## src/hdl/brc_pkg.sv

```systemverilog
`timescale 1ns / 1ps
// ----------------------------------------------------------------------------
// brc_pkg
// Types and constants shared by the run-length blob centroid scanner.
// ----------------------------------------------------------------------------
package brc_pkg;

    // Position and register widths
    localparam int DIM_W       = 12;
    localparam int SCORE_W     = 14;
    localparam int GRID_X_W    = 8;
    localparam int GRID_Y_W    = 9;
    localparam int GRID_X_SHIFT = 4;
    localparam int CFG_IDX_W   = 2;

    // Largest row/column count supported by default
    localparam int MAX_DIM_DEF = 4096;

    // Scan constants
    localparam logic [7:0]          AVG_LEVEL   = 8'd128;
    localparam logic [DIM_W-1:0]    NO_CENTROID = 12'd400;
    localparam logic [DIM_W-1:0]    LEN_MAX     = 12'd4095;
    localparam logic [3:0]          GRID_Y_DIV  = 4'd12;
    // Grid row of the default centroid (400 / 12)
    localparam logic [GRID_Y_W-1:0] NO_GRID_Y   = 9'd33;

    // Configuration register reset values
    localparam logic [DIM_W-1:0] FRAME_WIDTH_RST = 12'd320;
    localparam logic [DIM_W-1:0] ROW_START_RST   = 12'd0;
    localparam logic [DIM_W-1:0] ROW_END_RST     = 12'd240;

    // Configuration register indexes
    localparam logic [CFG_IDX_W-1:0] REG_FRAME_WIDTH = 2'd0;
    localparam logic [CFG_IDX_W-1:0] REG_ROW_START   = 2'd1;
    localparam logic [CFG_IDX_W-1:0] REG_ROW_END     = 2'd2;

    typedef struct packed {
        logic [7:0] pixel;
        logic       first_of_frame;
    } brc_in_t;

    typedef struct packed {
        logic [DIM_W-1:0]    centroid_x;
        logic [DIM_W-1:0]    centroid_y;
        logic [GRID_X_W-1:0] grid_x;
        logic [GRID_Y_W-1:0] grid_y;
        logic [SCORE_W-1:0]  best_score;
    } brc_out_t;

endpackage

```

## src/hdl/blob_run_centroid_scan_top.sv

```systemverilog
`timescale 1ns / 1ps
// ----------------------------------------------------------------------------
// blob_run_centroid_scan_top
// Run-length blob centroid scanner over a binary mask stream.
// ----------------------------------------------------------------------------
// Usage:
//   Pixels enter on the s_ channel (valid/ready), one per transfer, in raster
//   order; first_of_frame marks column 0 of row 0 and restarts the scan.
//   frame_width, row_start and row_end are written through cfg_we/cfg_index/
//   cfg_wdata while the block is idle.
//   One result leaves on the m_ channel after the last pixel of row
//   row_end-1: centroid, grid cell and best score of the frame.
//   Throughput: one pixel per cycle while s_ready is high; the scan core
//   updates all its state in the cycle of the transfer.
//   The result is registered into the output register, or into the skid
//   entry while the output register still holds an earlier result.
//   The output register plus a one-entry skid buffer keeps s_ready high while
//   a result waits; s_ready drops only while both hold results.
//   Reset (aresetn low, synchronous) loads the register defaults 320/0/240,
//   clears the scan state and empties the output stage.
// ----------------------------------------------------------------------------
module blob_run_centroid_scan_top #(
    parameter int MAX_DIM = brc_pkg::MAX_DIM_DEF
) (
    input  logic                          aclk,
    input  logic                          aresetn,
    input  logic                          cfg_we,
    input  logic [brc_pkg::CFG_IDX_W-1:0] cfg_index,
    input  logic [brc_pkg::DIM_W-1:0]     cfg_wdata,
    input  logic                          s_valid,
    output logic                          s_ready,
    input  brc_pkg::brc_in_t              s_data,
    output logic                          m_valid,
    input  logic                          m_ready,
    output brc_pkg::brc_out_t             m_data
);

    logic               s_xfer, m_xfer, produce, emit;
    brc_pkg::brc_out_t  result;
    logic               out_valid_reg, skid_valid_reg;
    brc_pkg::brc_out_t  out_data_reg, skid_data_reg;

    assign s_ready = !skid_valid_reg;
    assign s_xfer  = s_valid && s_ready;
    assign m_xfer  = out_valid_reg && m_ready;
    assign produce = s_xfer && emit;

    brc_scan #(
        .MAX_DIM (MAX_DIM)
    ) u_scan (
        .aclk      (aclk),
        .aresetn   (aresetn),
        .cfg_we    (cfg_we),
        .cfg_index (cfg_index),
        .cfg_wdata (cfg_wdata),
        .step      (s_xfer),
        .in_data   (s_data),
        .emit      (emit),
        .result    (result)
    );

    // Output register with skid entry
    always_ff @(posedge aclk) begin
        if (!aresetn) begin
            out_valid_reg  <= 1'b0;
            skid_valid_reg <= 1'b0;
        end else if (m_xfer) begin
            if (skid_valid_reg) begin
                out_valid_reg  <= 1'b1;
                skid_valid_reg <= 1'b0;
            end else begin
                out_valid_reg <= produce;
            end
        end else if (produce) begin
            if (out_valid_reg) begin
                skid_valid_reg <= 1'b1;
            end else begin
                out_valid_reg <= 1'b1;
            end
        end
    end

    // Move payload alongside the valid bits
    always_ff @(posedge aclk) begin
        if (m_xfer) begin
            if (skid_valid_reg) begin
                out_data_reg <= skid_data_reg;
            end else if (produce) begin
                out_data_reg <= result;
            end
        end else if (produce) begin
            if (out_valid_reg) begin
                skid_data_reg <= result;
            end else begin
                out_data_reg <= result;
            end
        end
    end

    assign m_valid = out_valid_reg;
    assign m_data  = out_data_reg;

endmodule

```

## src/hdl/brc_scan.sv

```systemverilog
`timescale 1ns / 1ps
// ----------------------------------------------------------------------------
// brc_scan
// Per-pixel scan core: box average, run tracking, best-run bookkeeping and
// the configuration registers (written on cfg_we). Scan state advances on each pixel transfer.
// ----------------------------------------------------------------------------
module brc_scan #(
    parameter int MAX_DIM = brc_pkg::MAX_DIM_DEF
) (
    input  logic                              aclk,
    input  logic                              aresetn,
    input  logic                              cfg_we,
    input  logic [brc_pkg::CFG_IDX_W-1:0]     cfg_index,
    input  logic [brc_pkg::DIM_W-1:0]         cfg_wdata,
    input  logic                              step,
    input  brc_pkg::brc_in_t                  in_data,
    output logic                              emit,
    output brc_pkg::brc_out_t                 result
);

    localparam int W = brc_pkg::DIM_W;
    localparam logic [W-1:0] POS_MAX = (MAX_DIM < 4096) ? W'(MAX_DIM - 1) : W'(4095);

    // Configuration registers
    logic [W-1:0] frame_width_reg, row_start_reg, row_end_reg;

    // Scan state
    logic [W-1:0]                   col_reg, col_next;
    logic [W-1:0]                   row_reg, row_next;
    logic [3:0]                     rmod_reg, rmod_next;
    logic [brc_pkg::GRID_Y_W-1:0]   rdiv_reg, rdiv_next;
    logic                           row_over_reg, row_over_next;
    logic [7:0]                     win0_reg, win1_reg, win2_reg;
    logic [7:0]                     win0_next, win1_next, win2_next;
    logic                           in_run_reg, in_run_next;
    logic [W-1:0]                   run_len_reg, run_len_next;
    logic [W-1:0]                   prev_len_reg, prev_len_next;
    logic [W-1:0]                   prev2_len_reg, prev2_len_next;
    logic [W-1:0]                   left_reg, left_next;
    logic [brc_pkg::SCORE_W-1:0]    best_sum_reg, best_sum_next;
    logic [W-1:0]                   best_col_reg, best_col_next;
    logic [W-1:0]                   best_row_reg, best_row_next;
    logic [brc_pkg::GRID_Y_W-1:0]   best_gy_reg, best_gy_next;

    // Combinational helpers
    logic                           clear;
    logic [W-1:0]                   col_cur, row_cur, last_col, j_pos;
    logic                           row_over_cur, scanned, row_done;
    logic [9:0]                     box_sum;
    logic [7:0]                     avg;
    logic [brc_pkg::SCORE_W-1:0]    run_sum;

    // Write configuration registers
    always_ff @(posedge aclk) begin
        if (!aresetn) begin
            frame_width_reg <= brc_pkg::FRAME_WIDTH_RST;
            row_start_reg   <= brc_pkg::ROW_START_RST;
            row_end_reg     <= brc_pkg::ROW_END_RST;
        end else if (cfg_we) begin
            case (cfg_index)
                brc_pkg::REG_FRAME_WIDTH: frame_width_reg <= cfg_wdata;
                brc_pkg::REG_ROW_START:   row_start_reg   <= cfg_wdata;
                brc_pkg::REG_ROW_END:     row_end_reg     <= cfg_wdata;
                default: ;
            endcase
        end
    end

    // Last column of a row, clipped to the counter top
    always_comb begin
        if (frame_width_reg == '0) begin
            last_col = W'(4095);
        end else begin
            last_col = frame_width_reg - W'(1);
        end
        if (last_col > POS_MAX) begin
            last_col = POS_MAX;
        end
    end

    assign clear = in_data.first_of_frame;

    // Compute next scan state for the pixel in flight
    always_comb begin
        // Start of frame restarts everything before the pixel is used
        col_cur        = clear ? '0 : col_reg;
        row_cur        = clear ? '0 : row_reg;
        row_over_cur   = clear ? 1'b0 : row_over_reg;
        rmod_next      = clear ? '0 : rmod_reg;
        rdiv_next      = clear ? '0 : rdiv_reg;
        win0_next      = clear ? '0 : win0_reg;
        win1_next      = clear ? '0 : win1_reg;
        win2_next      = clear ? '0 : win2_reg;
        in_run_next    = clear ? 1'b0 : in_run_reg;
        run_len_next   = clear ? '0 : run_len_reg;
        prev_len_next  = clear ? '0 : prev_len_reg;
        prev2_len_next = clear ? '0 : prev2_len_reg;
        left_next      = clear ? '0 : left_reg;
        best_sum_next  = clear ? '0 : best_sum_reg;
        best_col_next  = clear ? brc_pkg::NO_CENTROID : best_col_reg;
        best_row_next  = clear ? brc_pkg::NO_CENTROID : best_row_reg;
        best_gy_next   = clear ? brc_pkg::NO_GRID_Y : best_gy_reg;
        row_over_next  = row_over_cur;
        row_next       = row_cur;

        // Drop any open run at the first column
        if (col_cur == '0) begin
            in_run_next  = 1'b0;
            run_len_next = '0;
        end

        scanned = !row_over_cur && (row_cur >= row_start_reg)
                  && ((13'(row_cur) + 13'd1) <= 13'(row_end_reg));

        box_sum = 10'(win0_next) + 10'(win1_next) + 10'(win2_next) + 10'(in_data.pixel);
        avg     = box_sum[9:2];
        j_pos   = col_cur - W'(3);
        run_sum = brc_pkg::SCORE_W'(prev2_len_next) + brc_pkg::SCORE_W'(prev_len_next)
                  + brc_pkg::SCORE_W'(run_len_next);

        // Track run edges on the box average
        if (scanned && (col_cur >= W'(3))) begin
            if (!in_run_next && (avg > brc_pkg::AVG_LEVEL)) begin
                in_run_next  = 1'b1;
                run_len_next = '0;
                left_next    = j_pos;
            end else if (in_run_next && (avg < brc_pkg::AVG_LEVEL)) begin
                in_run_next = 1'b0;
                if (run_sum > best_sum_next) begin
                    best_sum_next = run_sum;
                    best_col_next = left_next + ((j_pos - left_next) >> 1);
                    best_row_next = row_cur;
                    best_gy_next  = rdiv_next;
                end
                prev2_len_next = prev_len_next;
                prev_len_next  = run_len_next;
                run_len_next   = '0;
            end else if (in_run_next) begin
                if (run_len_next < brc_pkg::LEN_MAX) begin
                    run_len_next = run_len_next + W'(1);
                end
            end
        end

        // Shift the box window
        win0_next = win1_next;
        win1_next = win2_next;
        win2_next = in_data.pixel;

        // Advance column and row counters
        row_done = (col_cur >= last_col);
        emit     = row_done && !row_over_cur && ((13'(row_cur) + 13'd1) == 13'(row_end_reg));
        if (row_done) begin
            col_next = '0;
            if (row_cur >= POS_MAX) begin
                row_over_next = 1'b1;
            end else begin
                row_next = row_cur + W'(1);
                if (rmod_next == brc_pkg::GRID_Y_DIV - 4'd1) begin
                    rmod_next = '0;
                    rdiv_next = rdiv_next + brc_pkg::GRID_Y_W'(1);
                end else begin
                    rmod_next = rmod_next + 4'd1;
                end
            end
        end else begin
            col_next = col_cur + W'(1);
        end
    end

    // Result fields from the updated best run
    always_comb begin
        result.centroid_x = best_col_next;
        result.centroid_y = best_row_next;
        result.grid_x     = best_col_next[W-1:brc_pkg::GRID_X_SHIFT];
        result.grid_y     = best_gy_next;
        result.best_score = best_sum_next;
    end

    // Hold scan state, advance on each pixel transfer
    always_ff @(posedge aclk) begin
        if (!aresetn) begin
            col_reg       <= '0;
            row_reg       <= '0;
            rmod_reg      <= '0;
            rdiv_reg      <= '0;
            row_over_reg  <= 1'b0;
            win0_reg      <= '0;
            win1_reg      <= '0;
            win2_reg      <= '0;
            in_run_reg    <= 1'b0;
            run_len_reg   <= '0;
            prev_len_reg  <= '0;
            prev2_len_reg <= '0;
            left_reg      <= '0;
            best_sum_reg  <= '0;
            best_col_reg  <= brc_pkg::NO_CENTROID;
            best_row_reg  <= brc_pkg::NO_CENTROID;
            best_gy_reg   <= brc_pkg::NO_GRID_Y;
        end else if (step) begin
            col_reg       <= col_next;
            row_reg       <= row_next;
            rmod_reg      <= rmod_next;
            rdiv_reg      <= rdiv_next;
            row_over_reg  <= row_over_next;
            win0_reg      <= win0_next;
            win1_reg      <= win1_next;
            win2_reg      <= win2_next;
            in_run_reg    <= in_run_next;
            run_len_reg   <= run_len_next;
            prev_len_reg  <= prev_len_next;
            prev2_len_reg <= prev2_len_next;
            left_reg      <= left_next;
            best_sum_reg  <= best_sum_next;
            best_col_reg  <= best_col_next;
            best_row_reg  <= best_row_next;
            best_gy_reg   <= best_gy_next;
        end
    end

endmodule

```

## config.mk

```make
export PLATFORM = sky130hd
export DESIGN_NAME = blob_run_centroid_scan_top
export DESIGN_NICKNAME = d
export VERILOG_FILES = /design/src/hdl/brc_pkg.sv /design/src/hdl/blob_run_centroid_scan_top.sv /design/src/hdl/brc_scan.sv
export SDC_FILE = /design/constraint.sdc
export NUM_CORES = 1
export LEC_CHECK = 0
export BUFFER_PORTS_ARGS = -buffer_cell sky130_fd_sc_hd__buf_4
export CORE_ASPECT_RATIO = 1.1
export CORE_UTILIZATION = 39
export DETAILED_ROUTE_END_ITERATION = 8
export HOLD_SLACK_MARGIN = 0.03
export PLACE_DENSITY_LB_ADDON = 0.15
export SYNTH_ARGS = -nofsm -noshare
export SYNTH_HDL_FRONTEND = slang
export SYNTH_SLANG_ARGS = --single-unit
```

## constraint.sdc

```tcl
create_clock -name aclk -period 11.1 [get_ports aclk]
set_input_delay 1.11 -clock aclk [delete_from_list [all_inputs] [get_ports aclk]]
set_output_delay 1.11 -clock aclk [all_outputs]
set_load 0.01 [all_outputs]
```

==> results of run 1 <==
## synth_stat cells (all sizes together) (17+ instances only)
cell type / n / area share, %
a21o: 18 / 0.77
a21oi: 154 / 4.4
a31oi: 17 / 0.64
and3: 22 / 0.78
buf: 45 / 1.5
clkbuf: 79 / 1.7
dfxtp: 196 / 22
edfxtp: 94 / 16
ha: 119 / 8.4
inv: 101 / 2.1
mux2: 34 / 2.2
mux2i: 36 / 2.0
nand2: 307 / 6.5
nand3: 102 / 2.9
nand4: 17 / 0.60
nor2: 132 / 2.8
nor2b: 84 / 3.0
nor3: 41 / 1.2
o211ai: 26 / 1.1
o21a: 18 / 0.77
o21ai: 71 / 2.0
o22ai: 29 / 1.0
xnor2: 45 / 2.2
xor2: 26 / 1.3
## cell usage in the layout, fill, tap and decap left out, types with 9 or more instances in the layout
cell / n
clkbuf_16: 34
a21oi_1: 152
o211ai_1: 26
ha_1: 119
fa_1: 13
nor2b_1: 83
a211oi_1: 11
a21o_1: 18
a22o_1: 15
o21a_1: 18
xor2_1: 26
or2_2: 9
buf_4: 105
edfxtp_1: 94
o22ai_1: 29
nand3_1: 100
xnor2_1: 45
inv_1: 101
or3_1: 14
o21ai_0: 68
nand2b_1: 12
nor2_1: 131
nand2_1: 305
mux2i_1: 36
and3_1: 22
a31oi_1: 16
dfxtp_1: 196
nor3_1: 38
mux2_2: 34
nand4_1: 17
## power groups by stage
| stage | clock network (mW) | logic [mW] | registers [mW] |
|---|---|---|---|
| finish | 1.08 | 0.138 | 1.10 |
| global placement | 0 | 0.136 | 1.12 |
| floorplan | 0 | 0.0942 | 1.12 |
| global route | 1.15 | 0.152 | 1.10 |
| detailed placement | 0 | 0.138 | 1.12 |
| CTS | 1.11 | 0.138 | 1.10 |
## how the worst max path moves through the flow
stage	startpoint	to	slack, ns
2_1_floorplan	s_data[0]	skid_data_reg[0]	2.42
3_3_place_gp	s_data[0]	u_scan.best_row_reg[3]	3.36
4_1_cts	s_data[0]	u_scan.best_row_reg[3]	3.64
6_report	s_data[0]	u_scan.best_row_reg[3]	3.55
3_5_place_dp	s_data[0]	u_scan.best_row_reg[3]	3.06
5_1_grt	s_data[0]	u_scan.best_row_reg[3]	3.09
## through the flow
step / util, % / hold WS [ns]
global placement: 41.8 / 0.438
detailed placement: 41.8 / 0.443
finish: 44.2 / 0.449
global route: 44.2 / 0.471
CTS: 44.2 / 0.451
floorplan: - / 0.432
## cell families after synthesis
| group | after synthesis | share of synthesized area, % |
|---|---|---|
| fa+ha+maj | 132 | 9.91 |
| xor+xnor | 71 | 3.52 |
| simple gates | 796 | 21.6 |
| compound gates | 460 | 17.2 |
| flops | 290 | 38.2 |
| buf+inv | 227 | 5.40 |
| mux | 70 | 4.21 |
## layout make-up
cell class                 count  area, um2  area share (%)
tap                          581        727            3.68
clock inverter                15       93.8           0.476
multi-input combinational   1529      10000            50.7
clock buffer                  46        976            4.95
antenna                        1       2.50          0.0127
sequential                   290       6750            34.2
timing repair buffer         105        788            4.00
inverter                     103        389            1.97
## tightest hold or removal path, delay by kind of cell (launching register included)
kind,cells,cell delay (ns)
AO/OA/AOI/OAI,1,0.05
AND/OR/NAND/NOR,1,0.05
flip-flops,1,0.30
## routing by layer
metal	part of all wire, %	vias up	GRT usage, %
met5	0	-	0
met1	50	6961	29.7
met2	43	349	31.9
met4	2.4	0	5.97
li1	-	7309	-
met3	4.5	67	2.79
==> out/results.tsv, run 1 <==
stage	metric	value	unit
run_status	status	finished clean	
clock_network	clock_path_buffers	3	
setup_path	max_stage_delay	0.69	ns
routing	viasPerCell	5.50	
cells_and_area	instances_no_fill	2670	
sta	worst_pin_slew	1.26	ns
pwr	p_seq_share	47.5	%
global_routing	overflow	0	
routing	drtAntennaViolNets	0	
sta	max_freq	132	MHz
run	cap_violations	0	
global_routing	grt_pass1_vias	13900	
synthesis	synth.net_count	2206	
sta	slew_viol_final	0	
synthesis	async_reset_ff_share	0	%
min_path	hold_end	u_scan.win0_reg[6]	
pwr	intPower	1.76	mW
synthesis	ys_types	86	
setup_path	cp_max_fo	29	
pwr	powerDensity	118	nW/um2
synthesis	yosys_most_used_dff	dfxtp_1	
place	io_buffers	84	
cells_and_area	syn_to_final_growth	11.7	%
clock_network	cts_resized	0	
pwr	p_leak	7.77	nW
sta	period_minus_slack	7.55	ns
setup_path	rrSetupSlack	3.96	ns
pwr	p_sw_share	24.2	%
sta	period_share	68.0	%
place	place_hpwl	32.8	mm
clock_network	numCtsBuffers	34	
sta	rsz0062_at_grt	no	
setup_path	cp_top_family	compound AO/OA/AOI/OAI gates	
routing	drtIter0Drc	873	
clock_network	tritoncts	built	
place	placed_cell_area	18700	um2
setup_path	reg2reg_to	u_scan.best_row_reg[3]	
synthesis	syn_area_per_cell	8.63	um2
setup_path	crit_arrival	7.94	ns
setup_path	end_kind	flip-flop	
clock_network	clk_latency	0.54	ns
synthesis	synth_edf_count	94	
floorplanning	fp.dieW	205	um
clock_network	clk_pin_slew	0.06	ns
clock_network	cts_sinks	290	
cells_and_area	nets	2223	
global_routing	antenna_found_initial	0	
setup_path	slowest_stage	a21oi_2	
cells_and_area	num-fill-cells	4421	
min_path	worstHoldStart	u_scan.win0_reg[6]	
clock_network	cts_setup_buffers	0	
pwr	p_switching	0.562	mW
global_routing	grt_start_max_net_pins	87	
pwr	comb_power_share	5.9	%
clock_network	cts_root_buf	clkbuf_16	
sta	setup_tns	0	ns
setup_path	worst-path-stages	30	
pwr	p_total	2.32	mW
cells_and_area	fin_area	19700	um2
place	placed_cells	2608	
setup_path	worst_r2r_startpoint	u_scan.col_reg[0]	
place	dp_slack	3.06	ns
routing	first_pass_iters	7	
sta	setup_viol	0	
floorplanning	die_area	46100	um2
synthesis	netlist_area	17700	um2
pwr	irDropWorstVdd	0.0828	mV
routing	remaining_drc_errors	0	
sta	hold_viol	0	
setup_path	worst_r2r_path_depth	28	
clock_network	ctsHoldBuffers	0	
setup_path	path_buf_inv	8	
routing	vias	14700	
global_routing	grt_pass1_wl	76.1	mm
synthesis	yosysWarnings	0	
synthesis	synthesis.instances	2046	
routing	wl_per_cell	17.8	um
setup_path	cpMostUsedCell	buf_4	
sta	fin_skew	0.0101	ns
cells_and_area	layout-drive-gt1-share	11.4	%
sta	fin_ws	3.55	ns
synthesis	synth_seq_cells	290	
place	place_congestion	0.847	
setup_path	required	11.49	ns
synthesis	ys_seq_area_share	38.2	%
floorplanning	start_util	39.6	%
floorplanning	rows	81	
floorplanning	die_h	225	um
setup_path	crit_path_start_kind	input pin	
routing	postRouteWirelength	47.5	mm
min_path	whs_path_depth	2	
floorplanning	pin_count	85	
clock_network	h-tree-depth	2	
global_routing	grtUsageTotal	20.6	%
floorplanning	fp.coreArea	44600	um2
sta	max_slew_margin	15.7	%
setup_path	critPathKind	input pin to flip-flop	
min_path	hp-class	flip-flop to flip-flop	
pwr	clockPowerShare	46.6	%
Note: power is estimated with default switching activity, not from simulation.
==> run 2: changes to the inputs <==
==> constraint.sdc (replaced) <==
create_clock -name aclk -period 6.42 [get_ports aclk]
set_input_delay 0.642 -clock aclk [delete_from_list [all_inputs] [get_ports aclk]]
set_output_delay 0.642 -clock aclk [all_outputs]
set_load 0.01 [all_outputs]
==> out/results.tsv, run 2 (synthesis gave the netlist of run 1 again) <==
stage	metric	value	unit	change
pwr	irDropWorstVdd	0.175	mV	+110%
global_routing	overflow	0		unchanged
place	place_congestion	0.863		+2.0%
floorplanning	start_util	39.6	%	unchanged
clock_network	tritoncts	built		
floorplanning	fp.coreArea	44600	um2	unchanged
clock_network	clk_latency	0.54	ns	about the same
sta	fin_skew	0.0156	ns	+0.00548 ns
setup_path	max_stage_delay	0.48	ns	-0.21 ns
cells_and_area	layout_common_cells	nand2_1 (305), dfxtp_1 (196), buf_4 (159)		
sta	max_freq	168	MHz	
clock_network	numCtsBuffers	35		+2.9%
routing	remaining_drc_errors	0		unchanged
clock_network	cts_sinks	290		unchanged
routing	wl_per_cell	17.7	um	-0.47%
global_routing	grt_start_max_net_pins	94		+8.0%
cells_and_area	final_common_cell	nand2_1		
run_status	status	finished clean		
global_routing	antenna_found_initial	0		unchanged
sta	rsz0062_at_grt	no		
cells_and_area	diodes	0		-1
setup_path	crit_path_start_kind	flip-flop		
pwr	p_leak	8.11	nW	+4.4%
sta	period_minus_slack	5.96	ns	
sta	hold_viol	0		unchanged
sta	setup_viol	0		unchanged
setup_path	crit_arrival	6.25	ns	-1.69 ns
sta	period_share	92.9	%	
cells_and_area	nets	2285		+2.8%
place	placed_cells	2669		+2.3%
cells_and_area	layout-drive-gt1-share	14.0	%	+2.6 points
pwr	intPower	3.15	mW	+79%
floorplanning	die_h	225	um	unchanged
setup_path	slowest_stage	or3_1		
sta	worst_pin_slew	1.01	ns	-0.256 ns
run	cap_violations	0		unchanged
pwr	clockPowerShare	47.9	%	+1.3 points
routing	drtIter0Drc	961		+10%
routing	vias	15000		+2.0%
clock_network	clock_path_buffers	3		unchanged
place	place_hpwl	33.9	mm	+3.1%
floorplanning	rows	81		unchanged
floorplanning	die_area	46100	um2	unchanged
floorplanning	fp.dieW	205	um	unchanged
global_routing	grtUsageTotal	21.2	%	+0.63 points
routing	viasPerCell	5.49		-0.24%
cells_and_area	instances_no_fill	2731		+2.3%
clock_network	cts_root_buf	clkbuf_16		
clock_network	h-tree-depth	2		unchanged
pwr	powerDensity	203	nW/um2	+73%
global_routing	grt_pass1_vias	14400		+3.9%
routing	drtAntennaViolNets	0		unchanged
cells_and_area	num-fill-cells	4399		-0.50%
place	io_buffers	84		unchanged
sta	max_slew_margin	32.5	%	+17 points
sta	setup_tns	0	ns	unchanged
min_path	hp-class	input pin to flip-flop		
setup_path	critPathKind	flip-flop to flip-flop		
pwr	p_seq_share	46.1	%	-1.4 points
sta	slew_viol_final	0		unchanged
clock_network	cts_setup_buffers	0		unchanged
setup_path	required	6.71	ns	-4.78 ns
pwr	comb_power_share	6.0	%	about the same
pwr	p_switching	0.976	mW	+73%
setup_path	cp_max_fo	18		-38%
global_routing	grt_pass1_wl	78.5	mm	+3.2%
clock_network	ctsHoldBuffers	0		unchanged
floorplanning	pin_count	85		unchanged
pwr	p_sw_share	23.6	%	-0.62 points
routing	first_pass_iters	5		-2
clock_network	clk_pin_slew	0.06	ns	about the same
setup_path	end_kind	flip-flop		
routing	postRouteWirelength	48.4	mm	+1.8%
clock_network	cts_resized	0		unchanged
cells_and_area	syn_to_final_growth	15.3	%	
-- run 2: changes by cell type in the layout (fill, tap and decap cells not counted), sizes merged --
cell	change
clkbuf	-3
buf	+61
bufinv	+4
diode	-1
-- run 2: worst paths after layout --
| path | cells after the start | slack [ns] | end | startpoint |
|---|---|---|---|---|
| worst max-delay path | 26 | 0.46 | m_data[3] | u_scan.col_reg[5] |
| worst min-delay path | 3 | 0.34 | u_scan.frame_width_reg[8] | cfg_wdata[8] |
| worst max register to register | 26 | 0.46 | m_data[3] | u_scan.col_reg[5] |
| worst min register to register | 2 | 0.45 | u_scan.win0_reg[5] | u_scan.win0_reg[5] |
-- run 2: per-layer routing --
metal | wire (um) | vias to the layer above | GRT usage [%]
li1 | - | 7437 | -
met1 | 23900 | 7143 | 30.8
met2 | 21200 | 355 | 32.9
met3 | 2410 | 51 | 3.27
met4 | 843 | 0 | 5.02
met5 | 0 | - | 0
-- run 2: cell type report --
| class | instances | area [um2] | share of cell area [%] |
|---|---|---|---|
| clock buffer | 43 | 916 | 4.50 |
| inverter | 103 | 393 | 1.93 |
| sequential | 290 | 6750 | 33.2 |
| tap | 581 | 727 | 3.57 |
| timing repair buffer | 166 | 1330 | 6.55 |
| multi-input combinational | 1529 | 10000 | 49.3 |
| clock inverter | 19 | 204 | 1.00 |
-- run 2: through the flow --
| step | utilization [%] | worst slack [ns] | area [um2] | power [mW] | hold WS, ns |
|---|---|---|---|---|---|
| floorplan | - | 0.00893 | 17700 | 2.11 | 0.432 |
| global placement | 43.1 | 0.150 | 19200 | 2.19 | 0.438 |
| detailed placement | 43.1 | -0.00870 | 19200 | 2.19 | 0.444 |
| CTS | 45.6 | 0.466 | 20300 | 4.17 | 0.314 |
| global route | 45.6 | 0.0609 | 20300 | 4.28 | 0.335 |
| finish | 45.6 | 0.458 | 20300 | 4.13 | 0.342 |
-- run 2: critical path: cells and delay by family (launching register included) --
| family | cells | cell delay, ns |
|---|---|---|
| flops | 1 | 0.40 |
| simple gates | 8 | 1.70 |
| buf+inv | 5 | 0.66 |
| fa+ha+maj | 3 | 0.68 |
| mux | 1 | 0.26 |
| compound gates | 9 | 2.00 |
-- run 2: power groups by stage --
stage | Sequential (mW) | Combinational (mW) | Clock (mW)
6_report | 1.90 | 0.247 | 1.98
5_1_grt | 1.90 | 0.275 | 2.10
4_1_cts | 1.90 | 0.247 | 2.02
3_5_place_dp | 1.94 | 0.246 | 0
3_3_place_gp | 1.94 | 0.244 | 0
2_1_floorplan | 1.94 | 0.165 | 0
